--- src/rtl/rgb2hsv_pkg.sv ---
// ----------------------------------------------------------------------------
// RGB to HSV package
// Shared types and constants for the pipelined RGB to HSV converter.
// ----------------------------------------------------------------------------
package rgb2hsv_pkg;

  localparam int unsigned CodeW         = 8;
  localparam int unsigned HueW          = 15;
  localparam int unsigned QuoW          = 12;
  localparam int unsigned HueRemW       = CodeW + QuoW;
  localparam int unsigned SatRemW       = 2 * CodeW;
  localparam int unsigned StepsPerStage = 2;
  localparam int unsigned NumDivStages  = QuoW / StepsPerStage;

  localparam logic [HueW-1:0] HueSixth = HueW'(3840);
  localparam logic [HueW-1:0] HueTurn  = HueW'(23040);

  typedef enum logic [1:0] {
    SecRed   = 2'd0,
    SecGreen = 2'd1,
    SecBlue  = 2'd2
  } sector_e;

  typedef struct packed {
    logic [CodeW-1:0] red_in;
    logic [CodeW-1:0] green_in;
    logic [CodeW-1:0] blue_in;
    logic [CodeW-1:0] alpha_in;
  } req_t;

  typedef struct packed {
    logic [HueW-1:0]  hue_out;
    logic [CodeW-1:0] saturation_out;
    logic [CodeW-1:0] value_out;
    logic [CodeW-1:0] alpha_out;
  } rsp_t;

  typedef struct packed {
    logic                valid;
    sector_e             sector;
    logic                neg;
    logic                grey;
    logic                black;
    logic [HueRemW-1:0]  hue_rem;
    logic [QuoW-1:0]     hue_quo;
    logic [SatRemW-1:0]  sat_rem;
    logic [QuoW-1:0]     sat_quo;
    logic [CodeW-1:0]    delta;
    logic [CodeW-1:0]    vmax;
    logic [CodeW-1:0]    alpha;
  } pipe_t;

endpackage

--- src/rtl/rgb2hsv_front.sv ---
// ----------------------------------------------------------------------------
// RGB to HSV front stage
// Finds the largest channel, the spread and the hue sector, and forms the
// numerators of the hue and saturation divisions.
// ----------------------------------------------------------------------------
module rgb2hsv_front (
  input  logic               clk_i,
  input  logic               rst_ni,
  input  logic               take_i,
  input  rgb2hsv_pkg::req_t  req_i,
  output rgb2hsv_pkg::pipe_t pipe_o
);
  import rgb2hsv_pkg::*;

  logic [CodeW-1:0] vmax, vmin, delta, diff_a, diff_b, mag;
  sector_e          sector;
  pipe_t            pipe_d, pipe_q;
  logic             valid_q;

  always_comb begin
    vmax = req_i.red_in;
    vmin = req_i.red_in;
    if (req_i.green_in > vmax) vmax = req_i.green_in;
    if (req_i.blue_in > vmax) vmax = req_i.blue_in;
    if (req_i.green_in < vmin) vmin = req_i.green_in;
    if (req_i.blue_in < vmin) vmin = req_i.blue_in;
    delta = vmax - vmin;

    if (req_i.red_in >= vmax) begin
      sector = SecRed;
      diff_a = req_i.green_in;
      diff_b = req_i.blue_in;
    end else if (req_i.green_in >= vmax) begin
      sector = SecGreen;
      diff_a = req_i.blue_in;
      diff_b = req_i.red_in;
    end else begin
      sector = SecBlue;
      diff_a = req_i.red_in;
      diff_b = req_i.green_in;
    end
    mag = (diff_a >= diff_b) ? (diff_a - diff_b) : (diff_b - diff_a);

    pipe_d         = '0;
    pipe_d.valid   = take_i;
    pipe_d.sector  = sector;
    pipe_d.neg     = diff_a < diff_b;
    pipe_d.grey    = delta == '0;
    pipe_d.black   = vmax == '0;
    pipe_d.hue_rem = ({mag, QuoW'(0)}) - ({4'b0, mag, CodeW'(0)});
    pipe_d.sat_rem = ({delta, CodeW'(0)}) - SatRemW'(delta);
    pipe_d.delta   = delta;
    pipe_d.vmax    = vmax;
    pipe_d.alpha   = req_i.alpha_in;
  end

  always_ff @(posedge clk_i or negedge rst_ni) begin
    if (!rst_ni) begin
      valid_q <= 1'b0;
    end else begin
      valid_q <= pipe_d.valid;
    end
  end

  always_ff @(posedge clk_i) begin
    pipe_q <= pipe_d;
  end

  always_comb begin
    pipe_o       = pipe_q;
    pipe_o.valid = valid_q;
  end

endmodule

--- src/rtl/rgb2hsv_div_step.sv ---
// ----------------------------------------------------------------------------
// RGB to HSV division stage
// Produces two quotient bits of both the hue and the saturation division by
// shift and subtract, then registers the item.
// ----------------------------------------------------------------------------
module rgb2hsv_div_step (
  input  logic               clk_i,
  input  logic               rst_ni,
  input  rgb2hsv_pkg::pipe_t pipe_i,
  output rgb2hsv_pkg::pipe_t pipe_o
);
  import rgb2hsv_pkg::*;

  pipe_t pipe_d, pipe_q;
  logic  valid_q;
  logic  hue_bit, sat_bit;

  always_comb begin
    pipe_d  = pipe_i;
    hue_bit = 1'b0;
    sat_bit = 1'b0;
    for (int i = 0; i < StepsPerStage; i++) begin
      hue_bit = pipe_d.hue_rem >= {1'b0, pipe_d.delta, (QuoW-1)'(0)};
      if (hue_bit) begin
        pipe_d.hue_rem = pipe_d.hue_rem - {1'b0, pipe_d.delta, (QuoW-1)'(0)};
      end
      pipe_d.hue_quo = {pipe_d.hue_quo[QuoW-2:0], hue_bit};
      pipe_d.hue_rem = {pipe_d.hue_rem[HueRemW-2:0], 1'b0};

      sat_bit = pipe_d.sat_rem >= {1'b0, pipe_d.vmax, (CodeW-1)'(0)};
      if (sat_bit) begin
        pipe_d.sat_rem = pipe_d.sat_rem - {1'b0, pipe_d.vmax, (CodeW-1)'(0)};
      end
      pipe_d.sat_quo = {pipe_d.sat_quo[QuoW-2:0], sat_bit};
      pipe_d.sat_rem = {pipe_d.sat_rem[SatRemW-2:0], 1'b0};
    end
  end

  always_ff @(posedge clk_i or negedge rst_ni) begin
    if (!rst_ni) begin
      valid_q <= 1'b0;
    end else begin
      valid_q <= pipe_i.valid;
    end
  end

  always_ff @(posedge clk_i) begin
    pipe_q <= pipe_d;
  end

  always_comb begin
    pipe_o       = pipe_q;
    pipe_o.valid = valid_q;
  end

endmodule

--- src/rtl/rgb2hsv_back.sv ---
// ----------------------------------------------------------------------------
// RGB to HSV back stage
// Places the hue quotient in its sector with floor rounding and wrap, applies
// the black and grey cases, and registers the result.
// ----------------------------------------------------------------------------
module rgb2hsv_back (
  input  logic               clk_i,
  input  logic               rst_ni,
  input  rgb2hsv_pkg::pipe_t pipe_i,
  output logic               valid_o,
  output rgb2hsv_pkg::rsp_t  rsp_o
);
  import rgb2hsv_pkg::*;

  logic [HueW-1:0] base, mag, hue_sum;
  logic [HueW:0]   hue_neg;
  rsp_t            rsp_d, rsp_q;
  logic            valid_q;

  always_comb begin
    case (pipe_i.sector)
      SecRed:   base = '0;
      SecGreen: base = HueW'(2 * HueSixth);
      SecBlue:  base = HueW'(4 * HueSixth);
      default:  base = '0;
    endcase

    mag     = HueW'(pipe_i.hue_quo) + HueW'(pipe_i.hue_rem != '0);
    hue_neg = {1'b0, base} - {1'b0, mag};
    if (!pipe_i.neg) begin
      hue_sum = base + HueW'(pipe_i.hue_quo);
    end else if (hue_neg[HueW]) begin
      hue_sum = hue_neg[HueW-1:0] + HueTurn;
    end else begin
      hue_sum = hue_neg[HueW-1:0];
    end

    rsp_d.hue_out        = (pipe_i.grey || pipe_i.black) ? '0 : hue_sum;
    rsp_d.saturation_out = pipe_i.black ? '0 : pipe_i.sat_quo[QuoW-1 -: CodeW];
    rsp_d.value_out      = pipe_i.vmax;
    rsp_d.alpha_out      = pipe_i.alpha;
  end

  always_ff @(posedge clk_i or negedge rst_ni) begin
    if (!rst_ni) begin
      valid_q <= 1'b0;
    end else begin
      valid_q <= pipe_i.valid;
    end
  end

  always_ff @(posedge clk_i) begin
    rsp_q <= rsp_d;
  end

  assign valid_o = valid_q;
  assign rsp_o   = rsp_q;

endmodule

--- src/rtl/rgb_to_hsv_converter_unit.sv ---
// ----------------------------------------------------------------------------
// RGB to HSV converter unit
// Converts one 8-bit ARGB pixel per clock to fixed-point hue, saturation and
// value, with alpha passed through.
//
//   Channel   Handshake        Payload
//   request   start / busy     req_i   (red, green, blue, alpha codes)
//   result    valid_o strobe   rsp_o   (hue, saturation, value, alpha)
//
// A request is taken in every cycle in which start is high; busy is always
// low. Each result appears for one cycle, after passing through one front
// stage, six division stages of two quotient bits each and one output
// stage. The twelve-bit hue division sets the pipeline depth.
// Reset clears the valid bits of all stages. The receiver cannot stall.
// ----------------------------------------------------------------------------
module rgb_to_hsv_converter_unit (
  input  logic              clk_i,
  input  logic              rst_ni,
  input  logic              start,
  output logic              busy,
  input  rgb2hsv_pkg::req_t req_i,
  output logic              valid_o,
  output rgb2hsv_pkg::rsp_t rsp_o
);
  import rgb2hsv_pkg::*;

  pipe_t pipe [NumDivStages+1];

  assign busy = 1'b0;

  rgb2hsv_front u_front (
    .clk_i  (clk_i),
    .rst_ni (rst_ni),
    .take_i (start && !busy),
    .req_i  (req_i),
    .pipe_o (pipe[0])
  );

  for (genvar s = 0; s < NumDivStages; s++) begin : g_div
    rgb2hsv_div_step u_step (
      .clk_i  (clk_i),
      .rst_ni (rst_ni),
      .pipe_i (pipe[s]),
      .pipe_o (pipe[s+1])
    );
  end

  rgb2hsv_back u_back (
    .clk_i   (clk_i),
    .rst_ni  (rst_ni),
    .pipe_i  (pipe[NumDivStages]),
    .valid_o (valid_o),
    .rsp_o   (rsp_o)
  );

endmodule
--- config.mk ---
export PLATFORM = sky130hd
export DESIGN_NAME = rgb_to_hsv_converter_unit
export DESIGN_NICKNAME = d
export VERILOG_FILES = /design/src/rtl/rgb2hsv_pkg.sv /design/src/rtl/rgb2hsv_front.sv /design/src/rtl/rgb2hsv_div_step.sv /design/src/rtl/rgb2hsv_back.sv /design/src/rtl/rgb_to_hsv_converter_unit.sv
export SDC_FILE = /design/constraint.sdc
export NUM_CORES = 1
export LEC_CHECK = 0
export BUFFER_PORTS_ARGS = -buffer_cell sky130_fd_sc_hd__buf_4
export CELL_PAD_IN_SITES_DETAIL_PLACEMENT = 0
export CELL_PAD_IN_SITES_GLOBAL_PLACEMENT = 1
export CORE_ASPECT_RATIO = 1.5
export CORE_UTILIZATION = 53
export DETAILED_ROUTE_END_ITERATION = 8
export PLACE_DENSITY = 0.91
export SLEW_MARGIN = 20
export SYNTH_ARGS = -nofsm -noshare
export SYNTH_HDL_FRONTEND = slang
export SYNTH_SLANG_ARGS = --single-unit
export TNS_END_PERCENT = 100
--- constraint.sdc ---
create_clock -name clk_i -period 10.4 [get_ports clk_i]
set_input_delay 2.08 -clock clk_i [delete_from_list [all_inputs] [get_ports clk_i]]
set_output_delay 2.08 -clock clk_i [all_outputs]
set_load 0.02 [all_outputs]
# ---- Word level (Yosys, flattened, before mapping)
# Index checks and enable logic that the tools add are counted.
dict set report totals {
  register_bits 551
  in_bits 35
  wordCells 202
}
dict set report classes {
  add_sub_neg 32
  magnitude_cmp 32
  eq_ne 2
  mux 36
  n_reduce_logical 4
}
# op n
set ops {}
lappend ops {{$ge 20x19->1} 12}
lappend ops {{$mux 19} 12}
lappend ops {{$sub 19x19->19} 12}
lappend ops {{$mux 15} 13}
lappend ops {{$ge 16x15->1} 12}
lappend ops {{$sub 15x15->15} 11}
lappend ops {{$mux 8} 9}
lappend ops {{$pmux 14 s2} 1}
lappend ops {{$ge 8x8->1} 3}
lappend ops {{$lt 8x8->1} 3}
lappend ops {{$sub 8x8->8} 3}
lappend ops {{$reduce_bool 20->1} 1}
lappend ops {{$sub 20x16->20} 1}
lappend ops {{$gt 8x8->1} 2}
lappend ops {{$logic_not 8->1} 2}
lappend ops {{$sub 14x15->16} 1}
lappend ops {{$sub 16x8->16} 1}
lappend ops {{$add 14x12->15} 1}
lappend ops {{$add 15x15->15 const B} 1}
lappend ops {{$add 12x1->13} 1}
lappend ops {{$eq 2x1->1 const B} 1}
lappend ops {{$eq 2x2->1 const B} 1}
lappend ops {{$mux 2} 1}
lappend ops {{$logic_or 1x1->1} 1}

# ---- Depth between registers and ports, before layout
dict set report depth {
  word_depth 10
  mapped_depth 44
}

# ---- Cells and area by module
# A second synthesis with hierarchy kept.
dict set report hier_totals {
  hier_cells 2848
  area_unflattened_um2 28782.6
}
# module instances cells_per_inst area_per_inst_um2
set by_module_without_submodules {}
lappend by_module_without_submodules {{rgb2hsv_div_step (g_div[1].u_step ...)} 4 335 3578.4}
lappend by_module_without_submodules {rgb2hsv_front 1 573 4943.5}
lappend by_module_without_submodules {{rgb2hsv_div_step (g_div[0].u_step)} 1 372 3762.4}
lappend by_module_without_submodules {{rgb2hsv_div_step (g_div[3].u_step)} 1 340 3659.8}
lappend by_module_without_submodules {rgb2hsv_back 1 221 2092.0}
lappend by_module_without_submodules {rgb_to_hsv_converter_unit 1 2 11.3}

# ---- Worst setup path before layout
# Ideal clock, no wire load.
dict set report synth_timing {
  path_kind {in2reg}
  start {input port req_i[31] in the netlist's numbering}
  end {register u_front.pipe_q, in the netlist u_front.pipe_o[83]}
  setup_ps 72
  arrival_time_ps 10850
  required_ps 10328
  slack_ps -522
  stages 39
  path_buffers 2
  cell_sequence {inv_1 ha_1 nand4_2 nor2_2 nor2_1 nor2_1 mux2i_1 ha_1 nand2_1 nor2_1 nand2_1 a2111oi_0 nor3_1 or3_1 nand3_1 clkbuf_1 nor2_1 a21oi_1 (+3 left out) maj3_1 a21oi_1 a211o_1 buf_2 mux2_1 ha_1 nor2b_1 o21ai_0 a31oi_1 nor2_1 mux2_2 a21oi_1 xnor2_1 ha_1 a31oi_1 nor2_1 nor4b_1 xnor2_1}
}
# item line
set synth_lines {}
lappend synth_lines {{start, declared} rgb_to_hsv_converter_unit.sv:21} ;# input rgb2hsv_pkg::req_t req_i,
lappend synth_lines {{end signal, assigned} rgb2hsv_front.sv:66} ;# pipe_q <= pipe_d;
lappend synth_lines {{end, declared} rgb2hsv_front.sv:17} ;# pipe_t pipe_d, pipe_q;

==> flow_summary.toml <==
[run_status]
status = "completed"

[flow_run]
drv_cap = 0

[place]
port_buffers = 74
finalWeightedCongestion = 0.973
pre_cts_ws_ps = -118
hpwl_um = 35900

[clock_tree]
clock-sinks = 430
cts_inserted_buffers = 38
cts_buffer_depth = 3
cts_tree = "yes"
insertion_delay_ps = 550
cts-root-buf = "clkbuf_16"
cts-htree-levels = 2
path_clk_slew_ps = 60

[logic_synthesis]
synth-seq-cells = 430
synth_adder_area_share_pct = 16.0
netlist_instances = 2146
synth.area.top_cells = "dfxtp_1, ha_1, xnor2_1"
synth_nets = 2430
synth-edff-count = 0
synth_xor_area_share_pct = 5.66
synthArstFlopShare_pct = 1.86
yosys-top-cells-count = "dfxtp_1, ha_1, inv_1"
synthesis.area_mm2 = 0.0207
syn-mean-instance-area_um2 = 9.64
synth-compound-area-share_pct = 13.4
synth_top_family_by_area = "adder cells"
postSynth.topFlopCell = "dfxtp_1"
synth.most_common_cell = "dfxtp_1"
yosysTopAreaCellShare_pct = 40.9
yosysWarnings = 0
synth_cell_types = 79
synth.area.mux_share_pct = 5.70
ys_seq_area_share_pct = 41.8
yosys.area_share.simple_pct = 12.8
synth_top_cell_by_area = "dfxtp_1"

[global_route]
antenna_found_initial = 0
grt.overflow.total = 0
grt_pass1_wl_um = 72100
grt_use_total_pct = 22.5
grt_pass1_vias = 16100
grt_max_degree = 21

[floorplanning]
rows = 88
start_util_pct = 53.8
io_pins = 76
dieHeight_um = 244
core_mm2 = 0.0384
die_x_um = 163
dieArea_mm2 = 0.0398

[final_layout]
antenna_cells = 0
syn_to_final_growth_pct = 15.5
multi_input_area_mm2 = 0.0112
fillers = 3179
drive_gt1_share_pct = 15.2
final_nets = 2609
seqCellArea_mm2 = 0.00865

[route]
wl_per_cell_um = 15.6
viasPerCell = 5.37
drc = 0
vias = 15300
drtPass1Iterations = 4
ant_nets = 0
drtIter0Drc = 502
wl_um = 44400

[worst_setup_path]
cp_max_fo = 10
arrival_ps = 10290
cpPeakStageDelay_ps = 390
end_kind = "flip-flop"
critPathLaunchType = "primary input"
timing.critical_path.mode_cell = "ha_1"
critPathSlowestCell = "or3_1"
cp_data_required_time_ps = 10830
crit_type = "primary input to flip-flop"

[sta]
setup_violations = 0
layout_min_cycle_time_ps = 9860
max-slew-margin-rel_pct = 42.9
tightest_slew_ps = 854
setup_ws_ps = 542
hold_violations = 0
period_share_pct = 94.8
drv_slew = 0
fmax_mhz = 101
finClkSkew_ps = 18.3

[worst_hold_path]
hold_path.class = "flip-flop to flip-flop"
[cell families (layout without fill, tap and decap cells)]
logic type	Yosys count	after routing
and+or+nand+nor	541	541
adders and majority gates	254	254
muxes	105	105
other	1	1
DFF	430	430
buffers and inverters	246	453
AOI/OAI and AO/OA	437	437
xor gates and xnor gates	132	132
[per-layer routing]
layer  wire length (um)  GRT usage (%)
met1              15000           18.5
met2              25100           46.7
met3               1090           2.55
met4               3210           16.6
met5                  0              0
[critical path, delay by kind of cell]
family	cells	cell delay, ps
multiplexers	1	270
XOR/XNOR	2	270
adder cells (fa/ha/maj)	9	2770
AO/OA/AOI/OAI	12	2330
AND/OR/NAND/NOR	15	2100
buffers and inverters	4	480
[final timing paths]
| check | startpoint | end | slack (ps) | cells past startpoint |
|---|---|---|---|---|
| max in group asynchronous | rst_ni | g_div[2].u_step.valid_q | 8950 | 1 |
| worst min register to register | g_div[3].u_step.pipe_o[88] | g_div[4].u_step.pipe_o[88] | 310 | 0 |
| worst min-delay path | g_div[3].u_step.pipe_o[88] | g_div[4].u_step.pipe_o[88] | 310 | 0 |
| worst max-delay path | req_i[31] | u_front.pipe_o[82] | 540 | 43 |
| min in group asynchronous | rst_ni | g_div[1].u_step.valid_q | 1330 | 1 |
| worst max register to register | g_div[2].u_step.pipe_o[17] | g_div[3].u_step.pipe_o[77] | 4310 | 23 |
[state kept, by name (all words and copies together) (netlist names)]
name / count
u_front.valid_q: 1
u_front.pipe_o: 56
u_back.rsp_o: 39
g_div.u_step.pipe_o: 327
g_div.u_step.valid_q: 6
u_back.valid_o: 1
[metrics by stage]
stage	utilization, %	TNS, ps	instance area [um2]	std cells	hold WS (ps)
after floorplan	-	0	20700	2146	310
after global placement	58.6	0	22500	2779	310
after detailed placement	58.6	-257	22500	2779	312
after CTS	61.9	0	23800	2847	307
after global routing	62.1	-62.2	23900	2848	325
final	62.1	0	23900	2848	309
[layout by cell type (no fill, tap or decap), types with 17 or more instances in the layout]
master,synthesis,final
mux2_2,65,65
clkbuf_16,0,38
xnor2_1,92,92
fa_1,18,18
nor3_1,22,22
inv_1,202,202
a21oi_1,121,120
nand4_1,32,32
nand2_1,122,122
o31ai_1,22,22
buf_4,2,179
dfxtp_1,422,422
ha_1,231,231
nand2b_1,48,48
xor2_1,38,38
a21boi_0,17,17
nand3_1,35,35
nor2_1,168,165
a21o_1,45,45
mux2i_1,30,29
o21ai_0,124,120
nor2b_1,52,52
o21a_1,22,22
[what timing repair did]
item | in CTS | in global routing
hold buffers | 0 | 0
setup buffers | 0 | 1
setup endpoints to repair | 0 | 5
resized for setup | 0 | 15
[layout make-up]
type,instances,share of cell area (%)
Multi-Input combinational cell,1470,46.8
Inverter,205,3.22
Timing Repair Buffer,180,5.71
Clock buffer,47,4.37
Clock inverter,21,1.08
Sequential cell,430,36.2
Tap cell,495,2.59
Power is left out: the tool's default activity adds up to more than one toggle a clock period on the data nets, which glitch-free logic cannot reach.
